### config.mk
export PLATFORM = sky130hd
export DESIGN_NAME = hk_adc_channel_calibrator_flat
export DESIGN_NICKNAME = d
export VERILOG_FILES = /design/src/hdl/hkc_pkg.sv /design/src/hdl/hkc_req_if.sv /design/src/hdl/hkc_rsp_if.sv /design/src/hdl/hkc_serial_mul.sv /design/src/hdl/hkc_serial_div.sv /design/src/hdl/hk_adc_channel_calibrator.sv /design/src/flat_wrapper.sv
export SDC_FILE = /design/constraint.sdc
export NUM_CORES = 2
export LEC_CHECK = 0
export BUFFER_PORTS_ARGS = -buffer_cell sky130_fd_sc_hd__buf_4
export CAP_MARGIN = 20
export CORE_MARGIN = 2
export CORE_UTILIZATION = 46
export DETAILED_ROUTE_END_ITERATION = 16
export HOLD_SLACK_MARGIN = 0.03
export PLACE_DENSITY = 0.75
export SLEW_MARGIN = 40
export SYNTH_ARGS = -nofsm -noshare
export SYNTH_HDL_FRONTEND = slang
export SYNTH_HIERARCHICAL = 1
export SYNTH_SLANG_ARGS = --single-unit
### constraint.sdc
create_clock -name clock -period 9.33 [get_ports clock]
set_input_delay 2.799 -clock clock [delete_from_list [all_inputs] [get_ports clock]]
set_output_delay 2.799 -clock clock [all_outputs]
set_load 0.01 [all_outputs]
### src/hdl/hkc_pkg.sv
// package of the housekeeping adc channel calibrator
// types, state codes, scheme codes, fixed-point constants and channel tables
// no dependencies
`timescale 1ns / 1ps
`default_nettype none
package hkc_pkg;

   // fixed-point format and address limits
   localparam int FRAC_BITS          = 16;
   localparam int NUM_BOARDS         = 3;
   localparam int CHANNELS_PER_BOARD = 40;
   localparam int TBL_BOARDS         = 3;
   localparam int TBL_CHANS          = 40;

   // operand widths of the serial units
   localparam int DATA_W = 64;
   localparam int MUL_B_W = 33;
   localparam int DEN_W = 36;

   // register indexes
   localparam logic CSR_DEFAULT_ZERO = 1'b0;
   localparam logic CSR_DEFAULT_FULL = 1'b1;

   // reset values of the default references
   localparam logic [11:0] DEFAULT_ZERO_RST = 12'd2048;
   localparam logic [11:0] DEFAULT_FULL_RST = 12'd4055;

   // supply latch address
   localparam logic [1:0] SUPPLY_BOARD = 2'd1;
   localparam logic [5:0] SUPPLY_CHAN  = 6'd6;

   // scheme codes
   localparam logic [3:0] SCH_PASS       = 4'd0;
   localparam logic [3:0] SCH_LINEAR     = 4'd1;
   localparam logic [3:0] SCH_ACCEL_LO   = 4'd2;
   localparam logic [3:0] SCH_LOW_PRESS  = 4'd5;
   localparam logic [3:0] SCH_ACCEL_HI   = 4'd9;
   localparam logic [3:0] SCH_HIGH_PRESS = 4'd10;

   // fixed-point constants
   localparam logic signed [63:0] FX_ONE   = 64'sd1 <<< FRAC_BITS;
   localparam logic signed [63:0] LIN_ICPT = -(64'sd2731500 <<< FRAC_BITS);
   localparam logic signed [63:0] LP_C0    = 64'sd215181 <<< FRAC_BITS;
   localparam logic signed [63:0] LP_C1    = 64'sd400620000;
   localparam logic signed [63:0] LP_C2    = 64'sd276420;
   localparam logic signed [32:0] LIN_SLOPE_STD = 33'sd1000000;
   localparam logic signed [32:0] LP_C3    = 33'sd68046;
   localparam logic signed [32:0] HP_GAIN  = 33'sd4934250;
   localparam logic signed [32:0] MILLI    = 33'sd1000;
   localparam logic signed [35:0] DEN_E4   = 36'sd10000;
   localparam logic signed [35:0] DEN_E10  = 36'sd10000000000;
   localparam logic signed [35:0] DEN_HP   = 36'sd4000000000;

   typedef enum logic [3:0] {
      ST_IDLE,
      ST_VOLT,
      ST_DISPATCH,
      ST_LIN_MUL,
      ST_LP_SQ,
      ST_LP_SQDIV,
      ST_LP_M1,
      ST_LP_M2,
      ST_LP_PDIV,
      ST_LP_M3,
      ST_HP_MUL,
      ST_AC_DIV,
      ST_AC_M1,
      ST_AC_M2,
      ST_FIN_DIV,
      ST_LATCH
   } state_type;

   typedef struct packed {
      logic signed [31:0] val;
      logic               ovf;
   } sat_type;

   // scheme per channel
   localparam logic [3:0] SCHEME_B0 [TBL_CHANS] = '{
      4'd0,4'd0,4'd1,4'd0,4'd0,4'd0,4'd0,4'd0,4'd0,4'd0,
      4'd0,4'd1,4'd0,4'd0,4'd0,4'd1,4'd1,4'd1,4'd1,4'd1,
      4'd0,4'd0,4'd0,4'd0,4'd1,4'd0,4'd0,4'd0,4'd1,4'd0,
      4'd0,4'd0,4'd0,4'd0,4'd0,4'd1,4'd1,4'd1,4'd1,4'd1};
   localparam logic [3:0] SCHEME_B1 [TBL_CHANS] = '{
      4'd1,4'd1,4'd1,4'd1,4'd1,4'd1,4'd1,4'd2,4'd3,4'd2,
      4'd4,4'd5,4'd0,4'd1,4'd1,4'd1,4'd1,4'd1,4'd0,4'd0,
      4'd1,4'd1,4'd1,4'd1,4'd1,4'd1,4'd1,4'd6,4'd7,4'd8,
      4'd9,4'd10,4'd0,4'd1,4'd1,4'd0,4'd1,4'd1,4'd0,4'd0};

   // board 1 slopes scaled by 1e4
   localparam logic signed [31:0] SLOPE_B1 [TBL_CHANS] = '{
      32'sd20000, 32'sd10000, 32'sd20000, -32'sd40000, 32'sd40000,
      32'sd20000, 32'sd20000, 32'sd10000, 32'sd10000, 32'sd10000,
      32'sd10000, 32'sd10000, 32'sd10000, 32'sd80000, 32'sd80000,
      32'sd200000, 32'sd200000, 32'sd200000, 32'sd10000, 32'sd10000,
      32'sd8000, 32'sd80000, 32'sd8000, 32'sd8000, 32'sd200000,
      32'sd200000, 32'sd8000, 32'sd10000, 32'sd10000, 32'sd10000,
      32'sd10000, 32'sd10000, 32'sd10000, 32'sd40000, 32'sd40000,
      32'sd10000, 32'sd101377, 32'sd182520, 32'sd10000, 32'sd10000};

   // accelerometer gain numerator, 1000 x gain denominator, offset in thousandths
   localparam logic signed [32:0] ACC_NUM [11] = '{
      33'sd0, 33'sd0, 33'sd444, 33'sd1000, 33'sd1000, 33'sd0,
      33'sd1000, 33'sd1000, 33'sd1000, 33'sd1000, 33'sd0};
   localparam logic signed [35:0] ACC_DENK [11] = '{
      36'sd1000, 36'sd1000, 36'sd10000, 36'sd844000, 36'sd839000, 36'sd1000,
      36'sd843000, 36'sd827000, 36'sd842000, 36'sd830000, 36'sd1000};
   localparam logic signed [63:0] ACC_OFF [11] = '{
      64'sd0, 64'sd0, 64'sd1375, 64'sd2523, 64'sd2512, 64'sd0,
      64'sd2523, 64'sd2523, 64'sd2506, 64'sd2493, 64'sd0};

   // saturate to 32 bits
   function automatic sat_type sat32(input logic signed [63:0] x);
      sat_type r;
      if (x > 64'sd2147483647) begin
         r.val = 32'sh7fffffff;
         r.ovf = 1'b1;
      end else if (x < -64'sd2147483648) begin
         r.val = 32'sh80000000;
         r.ovf = 1'b1;
      end else begin
         r.val = x[31:0];
         r.ovf = 1'b0;
      end
      return r;
   endfunction

   // full scale of the sign of x
   function automatic logic signed [31:0] sign_max(input logic signed [63:0] x);
      logic signed [31:0] r;
      if (x > 64'sd0) r = 32'sh7fffffff;
      else if (x < 64'sd0) r = 32'sh80000000;
      else r = 32'sd0;
      return r;
   endfunction

   // scheme lookup, pass-through outside the tables
   function automatic logic [3:0] scheme_of(input logic [1:0] board, input logic [5:0] chan);
      logic [3:0] r;
      r = SCH_PASS;
      if (chan < 6'(TBL_CHANS)) begin
         unique case (board)
            2'd0: r = SCHEME_B0[chan];
            2'd1: r = SCHEME_B1[chan];
            2'd2: r = SCH_LINEAR;
            default: r = SCH_PASS;
         endcase
      end
      return r;
   endfunction

endpackage
`default_nettype wire

### src/hdl/hkc_req_if.sv
// request channel of the calibrator: valid, ready and one adc channel sample
// no dependencies
`timescale 1ns / 1ps
`default_nettype none
interface hkc_req_if;
   logic        valid;
   logic        ready;
   logic [1:0]  board_index;
   logic [5:0]  channel_index;
   logic [15:0] raw_code;
   logic [15:0] zero_ref_code;
   logic        zero_ref_valid;
   logic [15:0] full_ref_code;
   logic        full_ref_valid;

   modport source (output valid, board_index, channel_index, raw_code, zero_ref_code,
                   zero_ref_valid, full_ref_code, full_ref_valid, input ready);
   modport sink (input valid, board_index, channel_index, raw_code, zero_ref_code,
                 zero_ref_valid, full_ref_code, full_ref_valid, output ready);
endinterface
`default_nettype wire

### src/hdl/hkc_rsp_if.sv
// result channel of the calibrator: valid, ready and one calibrated channel
// no dependencies
`timescale 1ns / 1ps
`default_nettype none
interface hkc_rsp_if;
   logic               valid;
   logic               ready;
   logic [1:0]         out_board;
   logic [5:0]         out_channel;
   logic signed [31:0] volts_value;
   logic signed [31:0] physical_value;
   logic               range_error;

   modport source (output valid, out_board, out_channel, volts_value, physical_value,
                   range_error, input ready);
   modport sink (input valid, out_board, out_channel, volts_value, physical_value,
                 range_error, output ready);
endinterface
`default_nettype wire

### src/hdl/hkc_serial_mul.sv
// bit-serial signed multiplier, one multiplier bit per cycle, product mod 2^64
// depends on hkc_pkg
`timescale 1ns / 1ps
`default_nettype none
module hkc_serial_mul
   import hkc_pkg::*;
(
   input  wire logic                       clock,
   input  wire logic                       reset,
   input  wire logic                       start,
   input  wire logic signed [DATA_W-1:0]   mcand,
   input  wire logic signed [MUL_B_W-1:0]  mplier,
   output logic                            done,
   output logic signed [DATA_W-1:0]        prod
);

   localparam int CNT_W = $clog2(MUL_B_W);

   logic                      run_ff, run_in;
   logic                      done_ff, done_in;
   logic [CNT_W-1:0]          cnt_ff, cnt_in;
   logic signed [DATA_W-1:0]  acc_ff, acc_in;
   logic signed [DATA_W-1:0]  mcand_ff, mcand_in;
   logic signed [MUL_B_W-1:0] mplier_ff, mplier_in;
   logic signed [DATA_W-1:0]  addend;
   logic                      last;

   // one partial product per cycle, sign bit of the multiplier weighs negative
   always_comb begin
      run_in    = run_ff;
      cnt_in    = cnt_ff;
      acc_in    = acc_ff;
      mcand_in  = mcand_ff;
      mplier_in = mplier_ff;
      last      = (cnt_ff == CNT_W'(MUL_B_W - 1));
      addend    = mplier_ff[0] ? mcand_ff : '0;
      done_in   = 1'b0;
      if (start) begin
         run_in    = 1'b1;
         cnt_in    = '0;
         acc_in    = '0;
         mcand_in  = mcand;
         mplier_in = mplier;
      end else if (run_ff) begin
         acc_in    = last ? (acc_ff - addend) : (acc_ff + addend);
         mcand_in  = mcand_ff <<< 1;
         mplier_in = mplier_ff >>> 1;
         cnt_in    = cnt_ff + 1'b1;
         if (last) begin
            run_in  = 1'b0;
            done_in = 1'b1;
         end
      end
   end

   always_ff @(posedge clock) begin
      if (reset) begin
         run_ff  <= 1'b0;
         done_ff <= 1'b0;
      end else begin
         run_ff  <= run_in;
         done_ff <= done_in;
      end
      cnt_ff    <= cnt_in;
      acc_ff    <= acc_in;
      mcand_ff  <= mcand_in;
      mplier_ff <= mplier_in;
   end

   assign done = done_ff;
   assign prod = acc_ff;

endmodule
`default_nettype wire

### src/hdl/hkc_serial_div.sv
// bit-serial signed divider, round to nearest with ties away from zero
// restoring, one quotient bit per cycle; depends on hkc_pkg
`timescale 1ns / 1ps
`default_nettype none
module hkc_serial_div
   import hkc_pkg::*;
(
   input  wire logic                      clock,
   input  wire logic                      reset,
   input  wire logic                      start,
   input  wire logic signed [DATA_W-1:0]  num,
   input  wire logic signed [DEN_W-1:0]   den,
   output logic                           done,
   output logic signed [DATA_W-1:0]       quo
);

   localparam int CNT_W = $clog2(DATA_W);

   logic                     run_ff, run_in;
   logic                     done_ff, done_in;
   logic                     neg_ff, neg_in;
   logic [CNT_W-1:0]         cnt_ff, cnt_in;
   logic [DATA_W-1:0]        dvd_ff, dvd_in;
   logic [DEN_W-1:0]         rem_ff, rem_in;
   logic [DEN_W-1:0]         ud_ff, ud_in;
   logic [DEN_W-1:0]         den_abs;
   logic signed [DATA_W-1:0] num_adj;
   logic [DATA_W-1:0]        mag;
   logic [DEN_W-1:0]         rem_sh;
   logic                     ge;

   // sign fix-up and half-divisor bias, then shift-subtract
   always_comb begin
      den_abs = den[DEN_W-1] ? DEN_W'(-den) : DEN_W'(den);
      num_adj = den[DEN_W-1] ? -num : num;
      mag     = num_adj[DATA_W-1] ? DATA_W'(-num_adj) : DATA_W'(num_adj);
      rem_sh  = {rem_ff[DEN_W-2:0], dvd_ff[DATA_W-1]};
      ge      = (rem_sh >= ud_ff);
      run_in  = run_ff;
      neg_in  = neg_ff;
      cnt_in  = cnt_ff;
      dvd_in  = dvd_ff;
      rem_in  = rem_ff;
      ud_in   = ud_ff;
      done_in = 1'b0;
      if (start) begin
         run_in = 1'b1;
         neg_in = num_adj[DATA_W-1];
         cnt_in = '0;
         dvd_in = mag + DATA_W'(den_abs >> 1);
         rem_in = '0;
         ud_in  = den_abs;
      end else if (run_ff) begin
         rem_in = ge ? (rem_sh - ud_ff) : rem_sh;
         dvd_in = {dvd_ff[DATA_W-2:0], ge};
         cnt_in = cnt_ff + 1'b1;
         if (cnt_ff == CNT_W'(DATA_W - 1)) begin
            run_in  = 1'b0;
            done_in = 1'b1;
         end
      end
   end

   always_ff @(posedge clock) begin
      if (reset) begin
         run_ff  <= 1'b0;
         done_ff <= 1'b0;
      end else begin
         run_ff  <= run_in;
         done_ff <= done_in;
      end
      neg_ff <= neg_in;
      cnt_ff <= cnt_in;
      dvd_ff <= dvd_in;
      rem_ff <= rem_in;
      ud_ff  <= ud_in;
   end

   assign done = done_ff;
   assign quo  = neg_ff ? -$signed(dvd_ff) : $signed(dvd_ff);

endmodule
`default_nettype wire

### src/hdl/hk_adc_channel_calibrator.sv
// top level of the housekeeping adc channel calibrator: sequencer and datapath
// depends on hkc_pkg, hkc_req_if, hkc_rsp_if, hkc_serial_mul, hkc_serial_div
//
//   channel   direction   handshake      payload
//   req_chan  in          valid/ready    board, channel, raw, zero ref, full ref
//   rsp_chan  out         valid/ready    board, channel, volts, physical, range error
//   csr_*     in          write enable   register index, 12-bit data
//
// one request at a time: a request is taken only in idle, after the last result has gone on
// to the output register; a zero span skips the voltage division and, with no supply latched,
// the accelerometer ratio division is skipped; each serial division takes 64 steps and each
// serial multiply 33 steps
// a finished result waits in the output register while the next request is taken
// synchronous reset clears control state and the supply latch and loads the default references
`timescale 1ns / 1ps
`default_nettype none
module hk_adc_channel_calibrator
   import hkc_pkg::*;
(
   input  wire logic        clock,
   input  wire logic        reset,
   hkc_req_if.sink          req_chan,
   hkc_rsp_if.source        rsp_chan,
   input  wire logic        csr_we,
   input  wire logic        csr_index,
   input  wire logic [11:0] csr_wdata
);

   state_type state_ff, state_in;

   logic                     op_busy_ff, op_busy_in;
   logic [1:0]               board_ff, board_in;
   logic [5:0]               chan_ff, chan_in;
   logic signed [12:0]       diff_ff, diff_in;
   logic signed [12:0]       span_ff, span_in;
   logic                     intbl_ff, intbl_in;
   logic [3:0]               sch_ff, sch_in;
   logic                     flag_ff, flag_in;
   logic signed [31:0]       volts_ff, volts_in;
   logic signed [31:0]       aux_ff, aux_in;
   logic signed [31:0]       phys_ff, phys_in;
   logic signed [63:0]       x_ff, x_in;
   logic signed [DEN_W-1:0]  fden_ff, fden_in;
   logic signed [31:0]       supply_ff, supply_in;
   logic [11:0]              dzero_ff, dfull_ff;

   logic                     rsp_valid_ff, rsp_valid_in;
   logic [1:0]               o_board_ff, o_board_in;
   logic [5:0]               o_chan_ff, o_chan_in;
   logic signed [31:0]       o_volts_ff, o_volts_in;
   logic signed [31:0]       o_phys_ff, o_phys_in;
   logic                     o_err_ff, o_err_in;

   logic                     mul_start, mul_done;
   logic signed [63:0]       mul_a, mul_prod;
   logic signed [32:0]       mul_b;
   logic                     div_start, div_done;
   logic signed [63:0]       div_num, div_quo;
   logic signed [DEN_W-1:0]  div_den;

   logic                     accept;
   logic                     out_free;
   logic [11:0]              zero_sel, full_sel;
   logic signed [63:0]       v64, d64, s64;
   logic signed [35:0]       span36;
   sat_type                  sat_div, sat_latch;
   logic                     latch_hit;

   assign accept   = req_chan.valid && req_chan.ready;
   assign out_free = !rsp_valid_ff || rsp_chan.ready;
   assign req_chan.ready = (state_ff == ST_IDLE);

   // shared serial units
   hkc_serial_mul u_mul (
      .clock  (clock),
      .reset  (reset),
      .start  (mul_start),
      .mcand  (mul_a),
      .mplier (mul_b),
      .done   (mul_done),
      .prod   (mul_prod)
   );

   hkc_serial_div u_div (
      .clock (clock),
      .reset (reset),
      .start (div_start),
      .num   (div_num),
      .den   (div_den),
      .done  (div_done),
      .quo   (div_quo)
   );

   // next state
   always_comb begin
      state_in = state_ff;
      unique case (state_ff)
         ST_IDLE:     if (accept) state_in = ST_VOLT;
         ST_VOLT:     if (span_ff == 13'sd0 || div_done) state_in = ST_DISPATCH;
         ST_DISPATCH: begin
            priority if (!intbl_ff) state_in = ST_LATCH;
            else if (sch_ff == SCH_LINEAR) state_in = ST_LIN_MUL;
            else if (sch_ff == SCH_LOW_PRESS) state_in = ST_LP_SQ;
            else if (sch_ff == SCH_HIGH_PRESS) state_in = ST_HP_MUL;
            else if (sch_ff >= SCH_ACCEL_LO && sch_ff <= SCH_ACCEL_HI) state_in = ST_AC_DIV;
            else state_in = ST_LATCH;
         end
         ST_LIN_MUL:  if (mul_done) state_in = ST_FIN_DIV;
         ST_LP_SQ:    if (mul_done) state_in = ST_LP_SQDIV;
         ST_LP_SQDIV: if (div_done) state_in = ST_LP_M1;
         ST_LP_M1:    if (mul_done) state_in = ST_LP_M2;
         ST_LP_M2:    if (mul_done) state_in = ST_LP_PDIV;
         ST_LP_PDIV:  if (div_done) state_in = ST_LP_M3;
         ST_LP_M3:    if (mul_done) state_in = ST_FIN_DIV;
         ST_HP_MUL:   if (mul_done) state_in = ST_FIN_DIV;
         ST_AC_DIV:   if (supply_ff == 32'sd0 || div_done) state_in = ST_AC_M1;
         ST_AC_M1:    if (mul_done) state_in = ST_AC_M2;
         ST_AC_M2:    if (mul_done) state_in = ST_FIN_DIV;
         ST_FIN_DIV:  if (div_done) state_in = ST_LATCH;
         ST_LATCH:    if (out_free) state_in = ST_IDLE;
         default:     state_in = ST_IDLE;
      endcase
   end

   // operand selection and datapath updates
   always_comb begin
      zero_sel  = req_chan.zero_ref_valid ? req_chan.zero_ref_code[15:4] : dzero_ff;
      full_sel  = req_chan.full_ref_valid ? req_chan.full_ref_code[15:4] : dfull_ff;
      v64       = 64'(volts_ff);
      d64       = 64'(diff_ff);
      s64       = 64'(aux_ff);
      span36    = 36'(span_ff);
      sat_div   = sat32(div_quo);
      sat_latch = sat32(v64 <<< 1);
      latch_hit = intbl_ff && board_ff == SUPPLY_BOARD && chan_ff == SUPPLY_CHAN;

      mul_start = 1'b0;
      mul_a     = v64;
      mul_b     = 33'(volts_ff);
      div_start = 1'b0;
      div_num   = x_ff;
      div_den   = fden_ff;

      op_busy_in   = op_busy_ff;
      board_in     = board_ff;
      chan_in      = chan_ff;
      diff_in      = diff_ff;
      span_in      = span_ff;
      intbl_in     = intbl_ff;
      sch_in       = sch_ff;
      flag_in      = flag_ff;
      volts_in     = volts_ff;
      aux_in       = aux_ff;
      phys_in      = phys_ff;
      x_in         = x_ff;
      fden_in      = fden_ff;
      supply_in    = supply_ff;
      rsp_valid_in = rsp_valid_ff && !rsp_chan.ready;
      o_board_in   = o_board_ff;
      o_chan_in    = o_chan_ff;
      o_volts_in   = o_volts_ff;
      o_phys_in    = o_phys_ff;
      o_err_in     = o_err_ff;

      unique case (state_ff)
         // take the request, codes are the upper 12 bits
         ST_IDLE: begin
            if (accept) begin
               board_in   = req_chan.board_index;
               chan_in    = req_chan.channel_index;
               diff_in    = $signed({1'b0, req_chan.raw_code[15:4]}) - $signed({1'b0, zero_sel});
               span_in    = $signed({1'b0, full_sel}) - $signed({1'b0, zero_sel});
               intbl_in   = 32'(req_chan.board_index) < NUM_BOARDS
                            && 32'(req_chan.channel_index) < CHANNELS_PER_BOARD
                            && 32'(req_chan.board_index) < TBL_BOARDS
                            && 32'(req_chan.channel_index) < TBL_CHANS;
               sch_in     = scheme_of(req_chan.board_index, req_chan.channel_index);
               flag_in    = 1'b0;
               op_busy_in = 1'b0;
            end
         end
         // volts = 49 * diff * one / (10 * span)
         ST_VOLT: begin
            div_num = ((d64 <<< 5) + (d64 <<< 4) + d64) <<< FRAC_BITS;
            div_den = (span36 <<< 3) + (span36 <<< 1);
            if (span_ff == 13'sd0) begin
               volts_in = sign_max(d64);
               flag_in  = 1'b1;
            end else begin
               div_start = !op_busy_ff;
               if (!op_busy_ff) op_busy_in = 1'b1;
               if (div_done) begin
                  op_busy_in = 1'b0;
                  volts_in   = sat_div.val;
                  flag_in    = flag_ff | sat_div.ovf;
               end
            end
         end
         ST_DISPATCH: begin
            phys_in = volts_ff;
         end
         // linear: slope * v plus intercept (none on board 1), over 1e4
         ST_LIN_MUL: begin
            mul_b     = (board_ff == 2'd1) ? 33'(SLOPE_B1[chan_ff]) : LIN_SLOPE_STD;
            mul_start = !op_busy_ff;
            if (!op_busy_ff) op_busy_in = 1'b1;
            if (mul_done) begin
               op_busy_in = 1'b0;
               x_in       = mul_prod + ((board_ff == 2'd1) ? 64'sd0 : LIN_ICPT);
               fden_in    = DEN_E4;
            end
         end
         // low pressure: square of v
         ST_LP_SQ: begin
            mul_start = !op_busy_ff;
            if (!op_busy_ff) op_busy_in = 1'b1;
            if (mul_done) begin
               op_busy_in = 1'b0;
               x_in       = mul_prod;
            end
         end
         ST_LP_SQDIV: begin
            div_den   = DEN_W'(FX_ONE);
            div_start = !op_busy_ff;
            if (!op_busy_ff) op_busy_in = 1'b1;
            if (div_done) begin
               op_busy_in = 1'b0;
               aux_in     = sat_div.val;
               flag_in    = flag_ff | sat_div.ovf;
            end
         end
         ST_LP_M1: begin
            mul_a     = LP_C1;
            mul_start = !op_busy_ff;
            if (!op_busy_ff) op_busy_in = 1'b1;
            if (mul_done) begin
               op_busy_in = 1'b0;
               x_in       = mul_prod + LP_C0;
            end
         end
         ST_LP_M2: begin
            mul_a     = LP_C2;
            mul_b     = 33'(aux_ff);
            mul_start = !op_busy_ff;
            if (!op_busy_ff) op_busy_in = 1'b1;
            if (mul_done) begin
               op_busy_in = 1'b0;
               x_in       = x_ff - mul_prod;
            end
         end
         ST_LP_PDIV: begin
            div_den   = DEN_E4;
            div_start = !op_busy_ff;
            if (!op_busy_ff) op_busy_in = 1'b1;
            if (div_done) begin
               op_busy_in = 1'b0;
               x_in       = div_quo;
            end
         end
         ST_LP_M3: begin
            mul_a     = x_ff;
            mul_b     = LP_C3;
            mul_start = !op_busy_ff;
            if (!op_busy_ff) op_busy_in = 1'b1;
            if (mul_done) begin
               op_busy_in = 1'b0;
               x_in       = mul_prod;
               fden_in    = DEN_E10;
            end
         end
         // high pressure: (4v - one) * gain over 4e9
         ST_HP_MUL: begin
            mul_a     = (v64 <<< 2) - FX_ONE;
            mul_b     = HP_GAIN;
            mul_start = !op_busy_ff;
            if (!op_busy_ff) op_busy_in = 1'b1;
            if (mul_done) begin
               op_busy_in = 1'b0;
               x_in       = mul_prod;
               fden_in    = DEN_HP;
            end
         end
         // accelerometer: ratio of 5v against the latched supply
         ST_AC_DIV: begin
            div_num = ((v64 <<< 2) + v64) <<< FRAC_BITS;
            div_den = DEN_W'(supply_ff);
            if (supply_ff == 32'sd0) begin
               aux_in  = sign_max(v64);
               flag_in = 1'b1;
            end else begin
               div_start = !op_busy_ff;
               if (!op_busy_ff) op_busy_in = 1'b1;
               if (div_done) begin
                  op_busy_in = 1'b0;
                  aux_in     = sat_div.val;
                  flag_in    = flag_ff | sat_div.ovf;
               end
            end
         end
         ST_AC_M1: begin
            mul_a     = s64;
            mul_b     = MILLI;
            mul_start = !op_busy_ff;
            if (!op_busy_ff) op_busy_in = 1'b1;
            if (mul_done) begin
               op_busy_in = 1'b0;
               x_in       = mul_prod - (ACC_OFF[sch_ff] <<< FRAC_BITS);
            end
         end
         ST_AC_M2: begin
            mul_a     = x_ff;
            mul_b     = ACC_NUM[sch_ff];
            mul_start = !op_busy_ff;
            if (!op_busy_ff) op_busy_in = 1'b1;
            if (mul_done) begin
               op_busy_in = 1'b0;
               x_in       = mul_prod;
               fden_in    = ACC_DENK[sch_ff];
            end
         end
         // final rounding division shared by the linear, pressure and accelerometer schemes
         ST_FIN_DIV: begin
            div_start = !op_busy_ff;
            if (!op_busy_ff) op_busy_in = 1'b1;
            if (div_done) begin
               op_busy_in = 1'b0;
               phys_in    = sat_div.val;
               flag_in    = flag_ff | sat_div.ovf;
            end
         end
         // supply latch and hand-off to the output register
         ST_LATCH: begin
            if (out_free) begin
               if (latch_hit) supply_in = sat_latch.val;
               rsp_valid_in = 1'b1;
               o_board_in   = board_ff;
               o_chan_in    = chan_ff;
               o_volts_in   = volts_ff;
               o_phys_in    = phys_ff;
               o_err_in     = flag_ff | (latch_hit && sat_latch.ovf);
            end
         end
         default: begin
            op_busy_in = 1'b0;
         end
      endcase
   end

   // control and datapath registers
   always_ff @(posedge clock) begin
      if (reset) begin
         state_ff     <= ST_IDLE;
         op_busy_ff   <= 1'b0;
         rsp_valid_ff <= 1'b0;
         supply_ff    <= 32'sd0;
         dzero_ff     <= DEFAULT_ZERO_RST;
         dfull_ff     <= DEFAULT_FULL_RST;
      end else begin
         state_ff     <= state_in;
         op_busy_ff   <= op_busy_in;
         rsp_valid_ff <= rsp_valid_in;
         supply_ff    <= supply_in;
         if (csr_we) begin
            unique case (csr_index)
               CSR_DEFAULT_ZERO: dzero_ff <= csr_wdata;
               CSR_DEFAULT_FULL: dfull_ff <= csr_wdata;
               default: ;
            endcase
         end
      end
      board_ff   <= board_in;
      chan_ff    <= chan_in;
      diff_ff    <= diff_in;
      span_ff    <= span_in;
      intbl_ff   <= intbl_in;
      sch_ff     <= sch_in;
      flag_ff    <= flag_in;
      volts_ff   <= volts_in;
      aux_ff     <= aux_in;
      phys_ff    <= phys_in;
      x_ff       <= x_in;
      fden_ff    <= fden_in;
      o_board_ff <= o_board_in;
      o_chan_ff  <= o_chan_in;
      o_volts_ff <= o_volts_in;
      o_phys_ff  <= o_phys_in;
      o_err_ff   <= o_err_in;
   end

   // result channel
   assign rsp_chan.valid          = rsp_valid_ff;
   assign rsp_chan.out_board      = o_board_ff;
   assign rsp_chan.out_channel    = o_chan_ff;
   assign rsp_chan.volts_value    = o_volts_ff;
   assign rsp_chan.physical_value = o_phys_ff;
   assign rsp_chan.range_error    = o_err_ff;

endmodule
`default_nettype wire
### src/flat_wrapper.sv
// flat-port wrapper written by rule: the top's interface ports become plain ports
module hk_adc_channel_calibrator_flat import hkc_pkg::*;
  (clock, reset, csr_we, csr_index, csr_wdata, req_chan_valid, req_chan_board_index, req_chan_channel_index, req_chan_raw_code, req_chan_zero_ref_code, req_chan_zero_ref_valid, req_chan_full_ref_code, req_chan_full_ref_valid, req_chan_ready, rsp_chan_valid, rsp_chan_out_board, rsp_chan_out_channel, rsp_chan_volts_value, rsp_chan_physical_value, rsp_chan_range_error, rsp_chan_ready);
  hkc_req_if req_chan_i ();
  hkc_rsp_if rsp_chan_i ();
  input  wire logic clock;
  input  wire logic reset;
  input  wire logic csr_we;
  input  wire logic csr_index;
  input  wire logic [11:0] csr_wdata;
  input wire logic [$bits(req_chan_i.valid)-1:0] req_chan_valid;
  input wire logic [$bits(req_chan_i.board_index)-1:0] req_chan_board_index;
  input wire logic [$bits(req_chan_i.channel_index)-1:0] req_chan_channel_index;
  input wire logic [$bits(req_chan_i.raw_code)-1:0] req_chan_raw_code;
  input wire logic [$bits(req_chan_i.zero_ref_code)-1:0] req_chan_zero_ref_code;
  input wire logic [$bits(req_chan_i.zero_ref_valid)-1:0] req_chan_zero_ref_valid;
  input wire logic [$bits(req_chan_i.full_ref_code)-1:0] req_chan_full_ref_code;
  input wire logic [$bits(req_chan_i.full_ref_valid)-1:0] req_chan_full_ref_valid;
  output wire logic [$bits(req_chan_i.ready)-1:0] req_chan_ready;
  output wire logic [$bits(rsp_chan_i.valid)-1:0] rsp_chan_valid;
  output wire logic [$bits(rsp_chan_i.out_board)-1:0] rsp_chan_out_board;
  output wire logic [$bits(rsp_chan_i.out_channel)-1:0] rsp_chan_out_channel;
  output wire logic [$bits(rsp_chan_i.volts_value)-1:0] rsp_chan_volts_value;
  output wire logic [$bits(rsp_chan_i.physical_value)-1:0] rsp_chan_physical_value;
  output wire logic [$bits(rsp_chan_i.range_error)-1:0] rsp_chan_range_error;
  input wire logic [$bits(rsp_chan_i.ready)-1:0] rsp_chan_ready;
  assign req_chan_i.valid = req_chan_valid;
  assign req_chan_i.board_index = req_chan_board_index;
  assign req_chan_i.channel_index = req_chan_channel_index;
  assign req_chan_i.raw_code = req_chan_raw_code;
  assign req_chan_i.zero_ref_code = req_chan_zero_ref_code;
  assign req_chan_i.zero_ref_valid = req_chan_zero_ref_valid;
  assign req_chan_i.full_ref_code = req_chan_full_ref_code;
  assign req_chan_i.full_ref_valid = req_chan_full_ref_valid;
  assign req_chan_ready = req_chan_i.ready;
  assign rsp_chan_valid = rsp_chan_i.valid;
  assign rsp_chan_out_board = rsp_chan_i.out_board;
  assign rsp_chan_out_channel = rsp_chan_i.out_channel;
  assign rsp_chan_volts_value = rsp_chan_i.volts_value;
  assign rsp_chan_physical_value = rsp_chan_i.physical_value;
  assign rsp_chan_range_error = rsp_chan_i.range_error;
  assign rsp_chan_i.ready = rsp_chan_ready;
  hk_adc_channel_calibrator u_core (.clock(clock), .reset(reset), .req_chan(req_chan_i), .rsp_chan(rsp_chan_i), .csr_we(csr_we), .csr_index(csr_index), .csr_wdata(csr_wdata));
endmodule
# Yosys cells after proc, flatten, opt, wreduce, memory -nomap -nowiden
# Memories as Yosys holds them, arrays and structs flattened.
# Index checks and enable logic that the tools add are counted.
[op_classes]
addsub = 21
n_bitwise = 8
mux = 102
eq_ne = 43
n_lt_le_gt_ge = 17
div = 0
shift = 0
mul = 0
n_reduce_logical = 48
[ops]
columns = ["op", "count"]
rows = [
  ["$mux 64", 16],
  ["$pmux 64 s6", 1],
  ["$mux 32", 11],
  ["$pmux 64 s5", 1],
  ["$pmux 36 s4", 2],
  ["$mux 33", 8],
  ["$mux 36", 7],
  ["$pmux 33 s6", 1],
  ["$neg 64->64", 3],
  ["$sub 64x64->64", 3],
  ["$add 64x64->64", 2],
  ["$pmux 32 s2", 2],
  ["$pmux 64 s2", 1],
  ["$mux 48", 2],
  ["$mux 4", 20],
  ["$add 64x35->64", 1],
  ["$add 64x35->64 const B", 1],
  ["$gt 64x32->1 const B", 1],
  ["$lt 64x32->1 const B", 1],
  ["$pmux 4 s13", 1],
  ["$eq 4x4->1 const B", 9],
  ["$ge 36x36->1", 1],
  ["$neg 36->36", 1],
  ["$add 34x32->35", 1],
  ["61 further kinds", 142],
]
[word_totals]
in_bits = 76
ff_bits = 684
output_inout_bits = 75
elab_cells = 282
memories = 6
ramBits = 0
latchBits = 0
rom_bits = 4688
[memory_table]
columns = ["name", "depth", "word_bits", "rd", "rd_ports_with_merged_regs", "wr", "line", "source"]
rows = [
  ["(name not given)", 64, 32, 1, 0, 0, "hk_adc_channel_calibrator.sv:204", "mul_b = (board_ff == 2'd1) ? 33'(SLOPE_B1[chan_ff]) : LIN_SLOPE_STD;"],
  ["(name not given)", 16, 64, 1, 0, 0, "hk_adc_channel_calibrator.sv:307", "x_in = mul_prod - (ACC_OFF[sch_ff] <<< FRAC_BITS);"],
  ["(name not given)", 16, 36, 1, 0, 0, "hk_adc_channel_calibrator.sv:318", "fden_in = ACC_DENK[sch_ff];"],
  ["(name not given)", 16, 33, 1, 0, 0, "hk_adc_channel_calibrator.sv:312", "mul_b = ACC_NUM[sch_ff];"],
  ["(name not given)", 64, 4, 1, 0, 0, "hkc_pkg.sv:143", "2'd0: r = SCHEME_B0[chan];"],
  ["(name not given)", 64, 4, 1, 0, 0, "hkc_pkg.sv:144", "2'd1: r = SCHEME_B1[chan];"],
]

# Logic depth before layout (Yosys ltp)
[logic_depth]
ltp_word = 9
ltp_mapped = 42
depth_no_buf = 38

# By module
# Netlist, hierarchy kept.
[modules_own_cells]
columns = ["mod", "cells_each", "area_each_um2", "instances"]
rows = [
  ["hk_adc_channel_calibrator", 3840, 31527.7, 1],
  ["hkc_serial_div", 1875, 15463.6, 1],
  ["hkc_serial_mul", 1350, 12059.1, 1],
]

# Worst setup path after synthesis
# OpenSTA, ideal clock, no wires.
[synth_path]
path_type = "flip-flop to flip-flop"
from = "reg u_core.volts_ff[2]"
to = "reg u_core.u_div.dvd_ff[59], data pin"
setup_time_ns = 0.271
stages_incl_launch_ff = 40
path_buffers = 6
setup_slack_ns = -0.863
t_arrival_ns = 9.923
path_cell_list = "edfxtp_1 > ha_1 > fa_1 > a21oi_1 > and4b_1 > or3_1 > a21o_1 > a21o_1 > a21o_1 > a211oi_1 > nor3_1 > a221o_1 > clkbuf_1 > nor3_1 > nand3_1 > nor3_2 > nand3_1 > o41ai_1 > (+4 left out) > buf_1 > nor2_1 > xnor2_1 > ha_1 > a21boi_0 > a21o_1 > o31ai_1 > a31o_2 > o31a_1 > o22a_1 > nand4b_1 > a2111oi_0 > o21ai_0 > nor2_1 > clkbuf_1 > nand4_1 > xor2_1 > a21oi_1"
[synth_between]
elab_chain_len = 8
[synth_lines]
columns = ["element", "line", "source"]
rows = [
  ["start, declared", "hk_adc_channel_calibrator.sv:39", "logic signed [31:0] volts_ff, volts_in;"],
  ["start signal, assigned", "hk_adc_channel_calibrator.sv:378", "volts_ff <= volts_in;"],
  ["$add 34x32->35 (*)", "hk_adc_channel_calibrator.sv:285", "div_num = ((v64 <<< 2) + v64) <<< FRAC_BITS;"],
  ["$pmux 64 s2 (*)", "hk_adc_channel_calibrator.sv:165", "unique case (state_ff)"],
  ["named net u_core.div_num[28]", "hk_adc_channel_calibrator.sv:58", "logic signed [63:0] div_num, div_quo;"],
  ["$neg 64->64", "hkc_serial_div.sv:35", "num_adj = den[DEN_W-1] ? -num : num;"],
  ["$mux 64 (*)", "hkc_serial_div.sv:35", ""],
  ["$neg 64->64", "hkc_serial_div.sv:36", "mag = num_adj[DATA_W-1] ? DATA_W'(-num_adj) : DATA_W'(num_adj);"],
  ["$mux 64 (*)", "hkc_serial_div.sv:36", ""],
  ["$add 64x35->64 (*)", "hkc_serial_div.sv:50", "dvd_in = mag + DATA_W'(den_abs >> 1);"],
  ["$mux 64 (*)", "hkc_serial_div.sv:46", "if (start) begin"],
  ["named net u_core.u_div.dvd_in[59]", "hkc_serial_div.sv:23", "logic [DATA_W-1:0] dvd_ff, dvd_in;"],
  ["end signal, assigned", "hkc_serial_div.sv:74", "dvd_ff <= dvd_in;"],
  ["end, declared", "hkc_serial_div.sv:23", ""],
]
# The timed path passes the listed nets; every way through them passes the cells marked *.
# A chain may end at the register's enable or synchronous reset.

# Final worst setup path
[layout_path]
from = "reg u_core.volts_ff[2]"
to = "reg u_core.u_div.dvd_ff[61], data pin"
# The elaborated chain is that of the path after synthesis.

==> impl_results.md <==
- Root Driver: clkbuf_16
- DP HPWL: 166 mm
- Max clock buf depth: 3
- DR vias: 58300
- PD cells: 398 nW/µm²
- GPL Wtd Cong: 1.06
- CP startpoint kind: flip-flop
- Setup crit start: u_core/volts_ff[2]$_DFFE_PP_
- CTS sink count: approximately 670
- CP required: 9.85 ns
- Initial Util: between 40 and 50%
- Setup-failing EPs final: 0
- CTS clk-pin slew, worst paths: approximately 0.06 ns
- Status: completed
- Final nets: between 7000 and 8000
- Fin Clk Skew: between 0.05 and 0.06 ns
- Core Footprint: 128000 µm²
- Initial antenna violation count: 16
- DR iter-0 viols: 8418
- CP most frequent cell: o21ai_0
- IO Pins: 151
- First-pass GRT wire length: 327 mm
- VDD IR max: 261 µV
- R2R cell count: 41
- Cts bufs inserted: between 80 and 90
- Synth cell types: ~120
- Post-Synthesis Cells: 7065
- Minimum clock period: 8.86 ns
- Port Buffer Count: 138
- Via-to-Cell Ratio: 6.62
- Sequential area share after synthesis: a little under a third
- Top_reg_cell synth: edfxtp_1
- Worst path top cell family by delay: compound AO/OA/AOI/OAI gates
- Worst rel slew slack: 31.1%
- Fin. Hold Viols: 0
- Max_cap viols: 0
- Worst hold-check path type: flip-flop to flip-flop
- Dpl cells: 8636
- Post-route DRC violation count: 0
- CTS tree: built
- Antenna-violating nets left: 0
- Die Area: approximately 130000 µm²
- Count leader, synth: nand2_1
- Total track usage: 32.1%
- Die Y: 362 µm
- Slowest Stage Delay on Critical Path: 0.43 ns
- R2r setup slk: ~0.47 ns
- Final period util: 94.9%
- CP Depth: 41
- Critical Path AT: 9.38 ns
- Share of layout cells above drive strength 1: 11.1%
- Reg-to-reg startpoint: u_core/volts_ff[2]$_DFFE_PP_
- Crit path buffers/inverters: 6
- Hold path depth: 0
- Final wirelength: roughly 220 mm
- Wire per inst: approximately 25 µm
- Crit-path slowest cell: fa_1
- Number of synthesized flops with an enable pin: 489
- Non-filler cells, final: a little under 9000
- # H-tree levels: 3
- Ys async rst share: 0%
- Vias in the first global route: roughly 53000
- Synth top area cells: edfxtp_1 25%, ha_1 7.5%, dfxtp_1 6.0%
- Syn. warnings: 6
- Row Count: 131
- Overflow after GRT: 0
- Critical Path Sink Type: flip-flop
- First-pass detailed-route iteration total: 11
- Clock latency on the worst-skew pair: 0.73 ns
- Fmax: 113 MHz
- Post-synth top cells: 649 x nand2_1, 638 x a21oi_1, 598 x nor2_1
- Hold Slack: 0.418 ns
- Setup Crit Path Kind: flip-flop to flip-flop
- Die width: 362 µm
- Worst-margin pin slew: 1.03 ns
- Syn Std Cell Area: 59100 µm²
- Largest net degree at the start of global routing: 140
- Slew Limit Fails: 0
- Lkg Pwr: about 0.025 µW
- Synth top area share: 24.9%
- Count of state elements after synthesis: about 670
- Crit path to: u_core/u_div/dvd_ff[61]$_DFFE_PP_
- CP max FO: 28
- Post-Syn Area per Cell: 8.36 µm²
- Layout area overhead: 10.7%
- Syn nets: 7518
- Reg-to-reg endpoint: u_core/u_div/dvd_ff[61]$_DFFE_PP_
- Yosys top cell by area: edfxtp_1
==> repair_timing <==
item / CTS / global route
endpoints found under the setup margin: 4 / 31
setup buffers: 0 / 7
pin swaps: 1 / 10
gates resized for setup: 2 / 23
hold buffers: 0 / 0
==> per-layer routing <==
layer  share of wire [%]  up-vias  global-route usage (%)
li1                    -    26500                       -
met1                  40    27600                    43.7
met2                  42     3538                    47.9
met3                  12      624                    7.92
met4                 5.3       18                    14.9
met5               0.094        -                       0
==> placed cells by master (no fill, tap or decap), types with 40 or more instances in the layout <==
cell type  instances
a22oi_1           70
nand2b_1          61
clkbuf_16         83
nand3_1          142
edfxtp_1         489
o21bai_1          56
and3_1            77
inv_1            259
nor4_1            91
a221oi_1          40
nand4_1          119
nor2_1           583
dfxtp_1          173
nor2b_1           57
mux2i_1           72
o21ai_0          550
mux2_2           152
ha_1             355
nand2_1          648
a21oi_1          631
or3_1             78
nor3_1           131
xor2_1           194
xnor2_1          373
a31oi_1           86
buf_4            317
o31ai_1           75
a21o_1           210
a211oi_1         101
o211ai_1          48
==> cell type report <==
class	instances	area [µm²]
Timing Repair Buffer	328	2590
Clock buffer	98	2200
Sequential cell	666	18200
Tap cell	1662	2080
Clock inverter	55	588
Fill cell	11900	62100
Inverter	268	1010
Multi-Input combinational cell	5721	38700
Antenna cell	9	22.5
==> flip-flops by register name, summed over array words and instances (netlist names), 18 cells and up <==
name                            cells
u_core/u_div/ud_ff                 36
u_core/u_mul/prod                  64
u_core/volts_ff                    32
u_core/u_div/rem_ff                35
u_core/x_ff                        64
u_core/u_mul/mcand_ff              64
u_core/aux_ff                      32
u_core/u_div/dvd_ff                64
u_core/rsp_chan.volts_value        32
u_core/rsp_chan.physical_value     32
u_core/fden_ff                     18
u_core/supply_ff                   32
u_core/phys_ff                     32
u_core/u_mul/mplier_ff             33
==> worst min path at each step <==
| stage | start | to |
|---|---|---|
| detailed placement | u_core/phys_ff[28]$_DFFE_PP_ | u_core/rsp_chan.physical_value[28]$_DFFE_PP_ |
| CTS | u_core/phys_ff[28]$_DFFE_PP_ | u_core/rsp_chan.physical_value[28]$_DFFE_PP_ |
| global placement | u_core/phys_ff[26]$_DFFE_PP_ | u_core/rsp_chan.physical_value[26]$_DFFE_PP_ |
| finish | u_core/phys_ff[25]$_DFFE_PP_ | u_core/rsp_chan.physical_value[25]$_DFFE_PP_ |
| global route | u_core/phys_ff[28]$_DFFE_PP_ | u_core/rsp_chan.physical_value[28]$_DFFE_PP_ |
| floorplan | u_core/phys_ff[0]$_DFFE_PP_ | u_core/rsp_chan.physical_value[0]$_DFFE_PP_ |
==> through the flow <==
stage | cell area (µm²) | utilization [%] | total power [µW] | TNS [ns] | setup slack, ns
after global routing | 65400 | 51.3 | 27600 | -0.0512 | -0.0512
final | 65400 | 51.3 | 26000 | 0 | 0.471
after CTS | 65100 | 51.0 | 25300 | -0.0314 | -0.0314
after floorplan | 59100 | - | 17100 | 0 | 0.0737
after global placement | 62100 | 48.7 | 21400 | 0 | 0.0600
after detailed placement | 62300 | 48.8 | 21800 | -0.0936 | -0.0936
==> cells by family after synthesis <==
logic type	count (synthesis)	synth area share, %
AOI/OAI and AO/OA	2321	25.4
and+or+nand+nor	2210	18.1
adders and majority gates	378	8.27
buffers and inverters	678	4.47
xor gates and xnor gates	588	8.73
DFF	666	30.9
muxes	224	4.12
==> report_power, final <==
part           internal [µW]  leakage (µW)  switching, µW
clock network           1910       0.00134           1440
registers               4560       0.00597           1050
logic                   6490        0.0173          10600
No activity file was read; power rests on OpenSTA's default activity.
